## config.mk

```make
export PLATFORM = sky130hd
export DESIGN_NAME = pose_matrix_to_quaternion_unit
export DESIGN_NICKNAME = d
export VERILOG_FILES = /design/src/rtl/core/pmq_pkg.sv /design/src/rtl/core/pmq_front.sv /design/src/rtl/core/pmq_sqrt_stage.sv /design/src/rtl/core/pmq_back.sv /design/src/rtl/core/pose_matrix_to_quaternion_unit.sv
export SDC_FILE = /design/constraint.sdc
export NUM_CORES = 2
export LEC_CHECK = 0
export BUFFER_PORTS_ARGS = -buffer_cell sky130_fd_sc_hd__buf_4
export CAP_MARGIN = 10
export CORE_MARGIN = 1.5
export CORE_UTILIZATION = 55
export DETAILED_ROUTE_END_ITERATION = 12
export GPL_ROUTABILITY_DRIVEN = 0
export HOLD_SLACK_MARGIN = 0.15
export PLACE_DENSITY = 0.73
export SYNTH_ARGS = -nofsm -noshare
export SYNTH_HDL_FRONTEND = slang
export SYNTH_SLANG_ARGS = --single-unit
export TNS_END_PERCENT = 10
```

## constraint.sdc

```tcl
create_clock -name aclk -period 43.6 [get_ports aclk]
set_input_delay 8.72 -clock aclk [delete_from_list [all_inputs] [get_ports aclk]]
set_output_delay 8.72 -clock aclk [all_outputs]
set_load 0.005 [all_outputs]
```

## src/rtl/core/pmq_pkg.sv

```systemverilog
package pmq_pkg;

    // Fixed-point formats of the rotation entries and the quaternion.
    localparam int ROT_W         = 16;
    localparam int ROT_FRAC_BITS = 14;
    localparam int POS_W         = 32;
    localparam int QW_W          = ROT_FRAC_BITS + 1;
    localparam int QC_W          = ROT_FRAC_BITS + 2;

    // Diagonal sums need three bits of headroom over the larger of an entry and one.
    localparam int SUM_BASE_W = (ROT_W > ROT_FRAC_BITS + 1) ? ROT_W : ROT_FRAC_BITS + 1;
    localparam int SUM_W      = SUM_BASE_W + 3;
    localparam int DIFF_W     = ROT_W + 1;

    // Square root pipeline: a positive sum fits SUM_W-1 bits before the shift.
    localparam int RAD_BITS        = SUM_W - 1 + ROT_FRAC_BITS;
    localparam int STEPS_PER_STAGE = 4;
    localparam int SQRT_STAGES     = ((RAD_BITS + 1) / 2 + STEPS_PER_STAGE - 1) / STEPS_PER_STAGE;
    localparam int ROOT_W          = SQRT_STAGES * STEPS_PER_STAGE;
    localparam int RAD_W           = 2 * ROOT_W;
    localparam int REM_W           = ROOT_W + 3;

    localparam int LANES  = 4;
    localparam int LANE_W = 0;
    localparam int LANE_X = 1;
    localparam int LANE_Y = 2;
    localparam int LANE_Z = 3;

    localparam int IN_FIELDS_W = 9 * ROT_W + 3 * POS_W;
    localparam int IN_DATA_W   = ((IN_FIELDS_W + 7) / 8) * 8;
    localparam int OUT_FIELDS_W = 3 * POS_W + QW_W + 3 * QC_W;
    localparam int OUT_DATA_W   = ((OUT_FIELDS_W + 7) / 8) * 8;

    localparam logic [POS_W-1:0] POS_MIN = {1'b1, {(POS_W-1){1'b0}}};
    localparam logic [POS_W-1:0] POS_MAX = {1'b0, {(POS_W-1){1'b1}}};
    localparam logic [ROOT_W-2:0] QUAT_ONE = (ROOT_W-1)'(1) << ROT_FRAC_BITS;

    typedef struct packed {
        logic [RAD_W-1:0]  rad;
        logic [REM_W-1:0]  rem;
        logic [ROOT_W-1:0] root;
    } sqrt_lane_t;

    typedef struct packed {
        logic [POS_W-1:0]            pos_x;
        logic [POS_W-1:0]            pos_y;
        logic [POS_W-1:0]            pos_z;
        logic                        neg_x;
        logic                        neg_y;
        logic                        neg_z;
        sqrt_lane_t [LANES-1:0]      lane;
    } pipe_t;

    // One digit of the restoring square root: two radicand bits in, one root bit out.
    function automatic sqrt_lane_t sqrt_step(input sqrt_lane_t cur);
        sqrt_lane_t       nxt;
        logic [REM_W-1:0] r;
        logic [REM_W-1:0] t;
        r = {cur.rem[REM_W-3:0], cur.rad[RAD_W-1 -: 2]};
        t = REM_W'({cur.root, 2'b01});
        nxt.rad = cur.rad << 2;
        if (r >= t) begin
            nxt.rem  = r - t;
            nxt.root = {cur.root[ROOT_W-2:0], 1'b1};
        end else begin
            nxt.rem  = r;
            nxt.root = {cur.root[ROOT_W-2:0], 1'b0};
        end
        return nxt;
    endfunction

endpackage

```

## src/rtl/core/pmq_front.sv

```systemverilog
module pmq_front (
    input  logic                           aclk,
    input  logic                           aresetn,
    input  logic                           in_valid,
    output logic                           in_ready,
    input  logic [pmq_pkg::IN_DATA_W-1:0]  in_data,
    output logic                           out_valid,
    input  logic                           out_ready,
    output pmq_pkg::pipe_t                 out_data
);

    localparam int RW = pmq_pkg::ROT_W;
    localparam int PW = pmq_pkg::POS_W;
    localparam int SW = pmq_pkg::SUM_W;
    localparam int DW = pmq_pkg::DIFF_W;
    localparam int TB = 9 * RW;
    localparam logic signed [SW-1:0] ONE_SUM = SW'(1) << pmq_pkg::ROT_FRAC_BITS;

    logic signed [RW-1:0] r00, r01, r02, r10, r11, r12, r20, r21, r22;
    logic [PW-1:0]        tx, ty, tz;
    logic signed [SW-1:0] e00, e11, e22;
    logic signed [SW-1:0] sum [pmq_pkg::LANES];
    logic signed [DW-1:0] dx, dy, dz;

    logic           valid_reg;
    pmq_pkg::pipe_t data_reg, data_next;

    always_comb begin
        r00 = in_data[0*RW +: RW];
        r01 = in_data[1*RW +: RW];
        r02 = in_data[2*RW +: RW];
        r10 = in_data[3*RW +: RW];
        r11 = in_data[4*RW +: RW];
        r12 = in_data[5*RW +: RW];
        r20 = in_data[6*RW +: RW];
        r21 = in_data[7*RW +: RW];
        r22 = in_data[8*RW +: RW];
        tx  = in_data[TB +: PW];
        ty  = in_data[TB + PW +: PW];
        tz  = in_data[TB + 2*PW +: PW];

        e00 = SW'(r00);
        e11 = SW'(r11);
        e22 = SW'(r22);
        sum[pmq_pkg::LANE_W] = ONE_SUM + e00 + e11 + e22;
        sum[pmq_pkg::LANE_X] = ONE_SUM + e00 - e11 - e22;
        sum[pmq_pkg::LANE_Y] = ONE_SUM - e00 + e11 - e22;
        sum[pmq_pkg::LANE_Z] = ONE_SUM - e00 - e11 + e22;

        dx = DW'(r21) - DW'(r12);
        dy = DW'(r02) - DW'(r20);
        dz = DW'(r10) - DW'(r01);

        data_next.pos_x = (tz == pmq_pkg::POS_MIN) ? pmq_pkg::POS_MAX : -tz;
        data_next.pos_y = (tx == pmq_pkg::POS_MIN) ? pmq_pkg::POS_MAX : -tx;
        data_next.pos_z = ty;
        data_next.neg_x = dx[DW-1];
        data_next.neg_y = dy[DW-1];
        data_next.neg_z = dz[DW-1];

        for (int i = 0; i < pmq_pkg::LANES; i++) begin
            // A sum of zero or below gives a zero magnitude: feed a zero radicand.
            if (sum[i] > 0) begin
                data_next.lane[i].rad = pmq_pkg::RAD_W'($unsigned(sum[i]))
                                        << pmq_pkg::ROT_FRAC_BITS;
            end else begin
                data_next.lane[i].rad = '0;
            end
            data_next.lane[i].rem  = '0;
            data_next.lane[i].root = '0;
        end
    end

    assign in_ready  = !valid_reg || out_ready;
    assign out_valid = valid_reg;
    assign out_data  = data_reg;

    always_ff @(posedge aclk) begin
        if (!aresetn) begin
            valid_reg <= 1'b0;
        end else if (in_ready) begin
            valid_reg <= in_valid;
        end
    end

    always_ff @(posedge aclk) begin
        if (in_ready && in_valid) begin
            data_reg <= data_next;
        end
    end

endmodule

```

## src/rtl/core/pmq_sqrt_stage.sv

```systemverilog
module pmq_sqrt_stage (
    input  logic           aclk,
    input  logic           aresetn,
    input  logic           in_valid,
    output logic           in_ready,
    input  pmq_pkg::pipe_t in_data,
    output logic           out_valid,
    input  logic           out_ready,
    output pmq_pkg::pipe_t out_data
);

    logic           valid_reg;
    pmq_pkg::pipe_t data_reg, data_next;

    // Four root digits per stage on every lane; the position fields ride along.
    always_comb begin
        data_next = in_data;
        for (int i = 0; i < pmq_pkg::LANES; i++) begin
            for (int k = 0; k < pmq_pkg::STEPS_PER_STAGE; k++) begin
                data_next.lane[i] = pmq_pkg::sqrt_step(data_next.lane[i]);
            end
        end
    end

    assign in_ready  = !valid_reg || out_ready;
    assign out_valid = valid_reg;
    assign out_data  = data_reg;

    always_ff @(posedge aclk) begin
        if (!aresetn) begin
            valid_reg <= 1'b0;
        end else if (in_ready) begin
            valid_reg <= in_valid;
        end
    end

    always_ff @(posedge aclk) begin
        if (in_ready && in_valid) begin
            data_reg <= data_next;
        end
    end

endmodule

```

## src/rtl/core/pmq_back.sv

```systemverilog
module pmq_back (
    input  logic                            aclk,
    input  logic                            aresetn,
    input  logic                            in_valid,
    output logic                            in_ready,
    input  pmq_pkg::pipe_t                  in_data,
    output logic                            out_valid,
    input  logic                            out_ready,
    output logic [pmq_pkg::OUT_DATA_W-1:0]  out_data
);

    localparam int RTW = pmq_pkg::ROOT_W;
    localparam int QC  = pmq_pkg::QC_W;
    localparam int PAD = pmq_pkg::OUT_DATA_W - pmq_pkg::OUT_FIELDS_W;

    logic [RTW-2:0]  half [pmq_pkg::LANES];
    logic [QC-1:0]   mag  [pmq_pkg::LANES];
    logic [QC-1:0]   qx_out, qy_out, qz_out;

    logic                           valid_reg;
    logic [pmq_pkg::OUT_DATA_W-1:0] data_reg, data_next;

    always_comb begin
        for (int i = 0; i < pmq_pkg::LANES; i++) begin
            half[i] = in_data.lane[i].root[RTW-1:1];
            // A matrix that is not a rotation can push a magnitude past one.
            if (half[i] > pmq_pkg::QUAT_ONE) begin
                mag[i] = QC'(pmq_pkg::QUAT_ONE);
            end else begin
                mag[i] = QC'(half[i]);
            end
        end

        // Output x is -qz, y is -qx, z is qy.
        qx_out = in_data.neg_z ? mag[pmq_pkg::LANE_Z] : -mag[pmq_pkg::LANE_Z];
        qy_out = in_data.neg_x ? mag[pmq_pkg::LANE_X] : -mag[pmq_pkg::LANE_X];
        qz_out = in_data.neg_y ? -mag[pmq_pkg::LANE_Y] : mag[pmq_pkg::LANE_Y];

        data_next = {{PAD{1'b0}}, qz_out, qy_out, qx_out,
                     mag[pmq_pkg::LANE_W][pmq_pkg::QW_W-1:0],
                     in_data.pos_z, in_data.pos_y, in_data.pos_x};
    end

    assign in_ready  = !valid_reg || out_ready;
    assign out_valid = valid_reg;
    assign out_data  = data_reg;

    always_ff @(posedge aclk) begin
        if (!aresetn) begin
            valid_reg <= 1'b0;
        end else if (in_ready) begin
            valid_reg <= in_valid;
        end
    end

    always_ff @(posedge aclk) begin
        if (in_ready && in_valid) begin
            data_reg <= data_next;
        end
    end

endmodule

```

## src/rtl/core/pose_matrix_to_quaternion_unit.sv

```systemverilog
// Pose matrix to remapped position and quaternion. Each input item is one 3x4
// pose: nine signed Q1.14 rotation entries and three signed Q15.16 translation
// entries. Each result item carries the position (-tz, -tx, ty), with negation
// of the most negative value saturating to the most positive, and the
// quaternion (w, -qz, -qx, qy). Every quaternion magnitude is
// sqrt(1 +/- diagonal terms) / 2 truncated to Q1.14, zero where the radicand
// is not positive and clamped to 1.0 for a matrix that is not a rotation; the
// signs of x, y and z follow the off-diagonal differences, with zero taken as
// positive. The block is a six-stage pipeline with no state between items: it
// accepts one item per clock while the output is not stalled, and each result
// is registered in the output stage. Four of the stages are the square root,
// which produces four root digits per stage on four lanes at once, framed by
// an input stage that forms the diagonal sums and an output stage that halves,
// clamps, applies signs and remaps. Each stage holds its item while its
// successor is not ready, so a stall on the result side backs up into the
// pipeline without losing or repeating an item, and empty stages keep filling
// while a finished result waits.
module pose_matrix_to_quaternion_unit (
    input  logic                            aclk,
    input  logic                            aresetn,

    input  logic                            s_tvalid,
    output logic                            s_tready,
    // From bit 0: rot_00, rot_01, rot_02, rot_10, rot_11, rot_12, rot_20,
    // rot_21, rot_22 (16 bits each), trans_x, trans_y, trans_z (32 bits each).
    input  logic [pmq_pkg::IN_DATA_W-1:0]   s_tdata,

    output logic                            m_tvalid,
    input  logic                            m_tready,
    // From bit 0: out_pos_x, out_pos_y, out_pos_z (32 bits each), out_quat_w
    // (15 bits), out_quat_x, out_quat_y, out_quat_z (16 bits each), one zero bit.
    output logic [pmq_pkg::OUT_DATA_W-1:0]  m_tdata
);

    localparam int NS = pmq_pkg::SQRT_STAGES;

    // Handshake and payload between stages: index 0 is the front stage output,
    // index k is the output of square root stage k.
    logic           valid [NS+1];
    logic           ready [NS+1];
    pmq_pkg::pipe_t data  [NS+1];

    pmq_front u_front (
        .aclk      (aclk),
        .aresetn   (aresetn),
        .in_valid  (s_tvalid),
        .in_ready  (s_tready),
        .in_data   (s_tdata),
        .out_valid (valid[0]),
        .out_ready (ready[0]),
        .out_data  (data[0])
    );

    for (genvar k = 0; k < NS; k++) begin : g_sqrt
        pmq_sqrt_stage u_stage (
            .aclk      (aclk),
            .aresetn   (aresetn),
            .in_valid  (valid[k]),
            .in_ready  (ready[k]),
            .in_data   (data[k]),
            .out_valid (valid[k+1]),
            .out_ready (ready[k+1]),
            .out_data  (data[k+1])
        );
    end

    pmq_back u_back (
        .aclk      (aclk),
        .aresetn   (aresetn),
        .in_valid  (valid[NS]),
        .in_ready  (ready[NS]),
        .in_data   (data[NS]),
        .out_valid (m_tvalid),
        .out_ready (m_tready),
        .out_data  (m_tdata)
    );

endmodule
```

### Word level (Yosys, flattened, before mapping)

Cells that the tools add are included.

| cells by class | value |
|---|---|
| $add $sub $neg | 78 |
| order comparisons | 72 |
| equality and inequality tests | 2 |
| multiplexer cells | 70 |
| reductions and logical operators | 18 |

Operators with widths:

| cell | number |
|---|---|
| 33-bit 2-to-1 mux | 60 |
| 19-bit by 18-bit >= comparator with 1-bit output | 60 |
| 17-bit subtractor | 56 |
| 19-bit by 1-bit greater-than comparator with 1-bit output, second input constant | 4 |
| 32-bit == test, second input constant | 2 |
| 32-bit negator | 2 |
| 15-bit greater-than comparator, second input constant | 4 |
| 16-bit by 16-bit subtractor with 17-bit output | 3 |
| 16-bit 2-to-1 mux | 3 |
| 15-bit negator with 16-bit output | 3 |
| 15-bit 2-to-1 mux | 3 |
| 19-bit by 16-bit subtractor with 19-bit output | 2 |
| 17-bit by 16-bit adder with 18-bit output | 2 |
| 17-bit by 16-bit subtractor with 18-bit output | 2 |
| 18-bit by 16-bit adder with 19-bit output | 1 |
| 19-bit by 16-bit adder with 19-bit output | 1 |
| 16-bit by 16-bit adder with 17-bit output, first input constant | 1 |
| 16-bit by 16-bit subtractor with 17-bit output, first input constant | 1 |
| 2-bit by 1-bit subtractor with 3-bit output, second input constant | 4 |
| 2-bit by 1-bit >= comparator with 1-bit output, second input constant | 4 |
| 1-bit logical AND | 6 |
| 1-bit logical NOT | 6 |
| 1-bit logical OR | 6 |
| 1-bit 2-to-1 mux | 4 |

| word-level totals | value |
|---|---|
| bits in registers | 1440 |
| bits of input ports | 244 |
| output and inout bits | 162 |
| logic and storage cells | 326 |

### Depth between registers and ports, before layout

| depth | value |
|---|---|
| depth in word-level cells | 8 |
| gate-level depth with buffers | 54 |
| gate-level depth less buffers | 51 |

### Cells and area by module

A second synthesis with hierarchy kept.

| unflattened totals | value |
|---|---|
| cell total of the unflattened synthesis | 13854 |
| area total of the unflattened synthesis | 133580.6 sq um |

Modules (own cells, without submodules):

| module | instances | cells an instance | area an instance (sq um) | seq. area each (sq um) |
|---|---|---|---|---|
| pmq_sqrt_stage (g_sqrt[1].u_stage ...) | 2 | 2992 | 27970.6 | 10079.7 |
| pmq_sqrt_stage (g_sqrt[3].u_stage) | 1 | 3040 | 28608.7 | 10079.7 |
| pmq_sqrt_stage (g_sqrt[0].u_stage) | 1 | 2957 | 28039.4 | 10079.7 |
| pmq_front | 1 | 1462 | 14650.3 | 5154.9 |
| pmq_back | 1 | 411 | 6341.1 | 4794.6 |

### Worst setup path before layout

OpenSTA, ideal clock, no wires.

| timing | value |
|---|---|
| path kind | input port to flip-flop |
| start | input port m_tready |
| end | register g_sqrt[0].u_stage.data_reg, in the netlist g_sqrt[0].u_stage.out_data[0], enable pin |
| library setup time | 1147 ps |
| data arrival time | 25334 ps |
| data required time | 42453 ps |
| path slack | 17118 ps |
| stages | 5 |
| buffers on the path | 1 |
| path through | nor2b_1 > and2_1 > and3_1 > clkbuf_1 > a21boi_0 |

| on the way | value |
|---|---|
| word-level cells in the longest chain between the ends | 6 |

Ends and longest elaborated chain:

| what | line | source |
|---|---|---|
| start, declared | pose_matrix_to_quaternion_unit.sv:29 | `input logic m_tready,` |
| 1-bit logical OR | pmq_back.sv:44 | `assign in_ready = !valid_reg \|\| out_ready;` |
| 1-bit logical OR (4 in a row) | pmq_sqrt_stage.sv:25 | `assign in_ready = !valid_reg \|\| out_ready;` |
| 1-bit logical AND | pmq_sqrt_stage.sv:38 | `if (in_ready && in_valid) begin` |
| end signal, assigned | pmq_sqrt_stage.sv:39 | `data_reg <= data_next;` |
| end, declared | pmq_sqrt_stage.sv:13 | `pmq_pkg::pipe_t data_reg, data_next;` |

Every way passes these cells.
A chain may end at the register's enable or synchronous reset.

### Worst setup path after layout

| timing | value |
|---|---|
| start | input port m_tready |
| end | output port s_tready |

| on the way | value |
|---|---|
| word-level cells in the longest chain between the ends | 6 |

Ends and longest elaborated chain:

| what | line | source |
|---|---|---|
| 1-bit logical OR | pmq_back.sv:44 |  |
| 1-bit logical OR (4 in a row) | pmq_sqrt_stage.sv:25 |  |
| 1-bit logical OR | pmq_front.sv:74 | `assign in_ready = !valid_reg \|\| out_ready;` |
| end, declared | pose_matrix_to_quaternion_unit.sv:23 | `output logic s_tready,` |

Every way passes these cells.

==> run summary <==
==============================================================================
Maximum number of pins on one net before global-route repair               142
TritonCTS clock tree                                                       yes
Count of standard-cell rows                                                134
Number of cells after detailed placement                                 9,297
Final Hold Fails                                                             0
Post-route worst hold slack                                           0.364 ns
Number of cell instances on the worst register-to-register path             40
Slack of the critical path                                            24.63 ns
Die span in y                                                           371 um
Std-Cell Core Area                                                134,000 sq um
Clock root cell                                                   sky130_fd_sc_hd__clkbuf_16
Number of sinks on the clock net                                         1,136
Count of unique library cells instantiated by Yosys                        105
Register bit count reported by yosys                                     1,136
Final Critical Period                                                 18.97 ns
CP max-delay cell                                                 sky130_fd_sc_hd__and3_1
Aggregate routed wire length                                        165,000 um
Reported leakage power                                                 33.5 nW
Min-Delay Path Depth                                                         0
# nets final                                                             8,583
Total of fill cells in the finished design                              10,600
Worst-Margin Slew                                                      1.18 ns
Final-layout setup total negative slack                                   0 ns
Critical path buffers and inverters                                          2
Number of resized instances in the post-cts repair step                      0
Remaining routing DRC violations                                             0
I/O pins                                                                   406
Max Clock Freq                                                        52.7 MHz
Final Instance Area                                               83,500 sq um
Unrepaired setup endpoints after global routing                             no
Highest fanout seen on the critical path                                     6
Clock-pin transition on the worst setup and hold timing paths          0.06 ns
Count of yosys warnings during synthesis                                     0
Most area-consuming cells after synthesis                         sky130_fd_sc_hd__edfxtp_1 (46%), sky130_fd_sc_hd__ha_1 (11%), sky130_fd_sc_hd__xnor2_1 (4.7%)
Cell seen most often among critical-path stages                   sky130_fd_sc_hd__buf_4
Sequential cell area fraction in the yosys report                        45.8%
Required time of the worst setup path                                 34.88 ns
CP cell instances                                                 buf_4, nor2b_1, and2_1, and3_1, nand3_1, buf_4
H-tree levels                                                                3
DRT antenna net count                                                        0
Maximum vdd drop                                                   0.0000594 V
Buffer levels on the longest clock path                                      3
Global-route total usage across every layer                              23.4%
DPL Wire Length                                                     125,000 um
Full die area                                                     137,000 sq um
Delay of the slowest critical-path stage                               0.46 ns
Slew Limit Headroom                                                      20.2%
Width of the chip                                                       371 um
First-pass GRT wire length                                          265,000 um
Post-Place Cell Area                                              79,400 sq um
Total clock buffers created by CTS                                         114
Gate family responsible for the most delay along the worst path   simple AND/OR/NAND/NOR gates
Via count of the first global-routing pass                              53,400
Fraction of layout instances using a drive strength above 1              10.2%
Synthesized cell area                                             74,400 sq um
Initial standard-cell utilization of the core                            55.6%
Number of failing setup endpoints in the final timing report                 0
Post-synthesis async set-or-reset flop share                                0%
Critical R2R Launch                                               g_sqrt[0].u_stage.out_data[137]
Hold wc startpoint                                                g_sqrt[0].u_stage.out_data[192]
Cell Pwr Density                                                  55.0 nW/um^2
Finished Core Util                                                       62.4%
Highest-count cells in the layout ignoring fill and taps          sky130_fd_sc_hd__edfxtp_1 (1,130), sky130_fd_sc_hd__ha_1 (651), sky130_fd_sc_hd__nor2_1 (600)
Setup Fix Bufs, Post-CTS                                                     0
Setup Crit Path Kind                                              input port to output pin
Terminus of the critical flop-to-flop path                        g_sqrt[1].u_stage.out_data[166]
Post-Syn Area per Cell                                              10.3 sq um
Post-route insts no fill                                                 9,512
Most common cell after layout, fill and taps aside                sky130_fd_sc_hd__edfxtp_1
Vias                                                                    55,400
Signal arrival time at the worst endpoint                             10.25 ns
Final slew viol count                                                        0
Hold Path End                                                     g_sqrt[1].u_stage.out_data[200]
Count of input and output buffers                                          404
Area share of the largest cell type after synthesis                      45.6%
Class of the worst hold path                                      register to register
R2r setup slk                                                         31.54 ns
Placement-stage worst setup slack                                     24.65 ns
Initial antenna violation count                                              3
Cell taking the most area after synthesis                         sky130_fd_sc_hd__edfxtp_1
Fin crit share                                                           43.5%
Result of the run                                                 finished, final reports clean
Post-DR wirelength/cell                                                17.4 um
Via count normalized by instance count                                    5.82
Number of enable flip-flop cells after synthesis                         1,130
Sequential cell area                                              34,100 sq um
Overall overflow remaining after global route                                0
Area growth from synthesis to final layout                               12.3%
Type of origin of the critical path                                 input port
Commonest register cell after synthesis                           sky130_fd_sc_hd__edfxtp_1
Number of maximum-capacitance violations                                     0
Number of DRC violations after detailed-routing iteration 0              3,939
Post-route clock skew                                                0.0651 ns
Setup crit end kind                                                 output pin
Overall power consumption                                              4.59 mW
Initial DRT Pass Iterations                                                  8
Gate Count Post-Synth                                                    7,223
Hold-fix buffers at CTS                                                      0
Latest clock arrival within the worst-skew pair                        0.75 ns
Area used by multi-input combinational logic                      37,700 sq um
==============================================================================
cell usage after synthesis, types with 109 or more instances:
| library cell | n |
|---|---|
| sky130_fd_sc_hd__edfxtp_1 | 1130 |
| sky130_fd_sc_hd__ha_1 | 651 |
| sky130_fd_sc_hd__nor2_1 | 600 |
| sky130_fd_sc_hd__inv_1 | 593 |
| sky130_fd_sc_hd__a21oi_1 | 552 |
| sky130_fd_sc_hd__nand2_1 | 512 |
| sky130_fd_sc_hd__xnor2_1 | 397 |
| sky130_fd_sc_hd__o21ai_0 | 386 |
| sky130_fd_sc_hd__xor2_1 | 210 |
| sky130_fd_sc_hd__nor3_1 | 199 |
| sky130_fd_sc_hd__a21o_1 | 160 |
| sky130_fd_sc_hd__nand3_1 | 119 |
| sky130_fd_sc_hd__nor2b_1 | 112 |
| sky130_fd_sc_hd__clkbuf_1 | 109 |
worst max path at each step:
stage	cells after the start	to	slack, ns	start
3_5_place_dp	6	s_tready	24.65	m_tready
5_1_grt	6	s_tready	24.52	m_tready
4_1_cts	6	s_tready	24.62	m_tready
6_report	6	s_tready	24.63	m_tready
2_1_floorplan	5	g_sqrt[0].u_stage.out_data[0]	17.12	m_tready
3_3_place_gp	6	s_tready	24.67	m_tready
worst register-to-register path, delay by kind of cell (launching register included):
kind / cells / cell delay, ns
and+or+nand+nor: 19 / 6.02
AOI/OAI and AO/OA: 11 / 2.57
adders and majority gates: 4 / 1.40
buffers and inverters: 3 / 0.55
muxes: 1 / 0.49
DFF: 1 / 0.45
xor gates and xnor gates: 2 / 0.30
cells by family (layout without fill, tap and decap cells):
family / after synthesis / count (layout) / share of synthesized area (%)
AO/OA/AOI/OAI: 1772 / 1772 / 15.2
XOR/XNOR: 608 / 608 / 7.17
adder cells (fa/ha/maj): 693 / 693 / 12.1
buffers and inverters: 737 / 1248 / 3.76
flip-flops: 1136 / 1136 / 45.8
multiplexers: 110 / 110 / 1.58
other: 2 / 12 / 0.0101
AND/OR/NAND/NOR: 2165 / 2165 / 14.5
sequential cells by signal, summed over array words and instances (netlist names):
register,count
u_front.out_valid,1
u_front.out_data,171
u_back.out_valid,1
u_back.out_data,159
g_sqrt.u_stage.out_data,800
g_sqrt.u_stage.out_valid,4
layer usage:
layer | global-route usage (%) | vias up | part of all wire (%) | routed length (um)
met5 | 0 | - | 0.016 | 27
met4 | 7.03 | 4 | 2.5 | 4050
met3 | 2.70 | 267 | 4.9 | 8180
met2 | 40.7 | 1452 | 48 | 80000
met1 | 30.6 | 26300 | 44 | 73100
li1 | - | 27300 | - | -
where the power goes:
group	switching (mW)	internal (mW)	leakage, nW
registers	0.0752	1.39	10.1
logic	1.23	0.862	21.5
clock network	0.432	0.605	1.92
total	1.74	2.86	33.5
cell type report:
cell class | count | share of cell area [%]
antenna | 3 | 0.00899
timing repair buffer | 432 | 3.91
tap | 1768 | 2.65
inverter | 606 | 2.72
clock inverter | 80 | 1.34
clock buffer | 130 | 3.49
sequential | 1136 | 40.8
multi-input combinational | 5357 | 45.1
(Power assumes the default switching activity.)
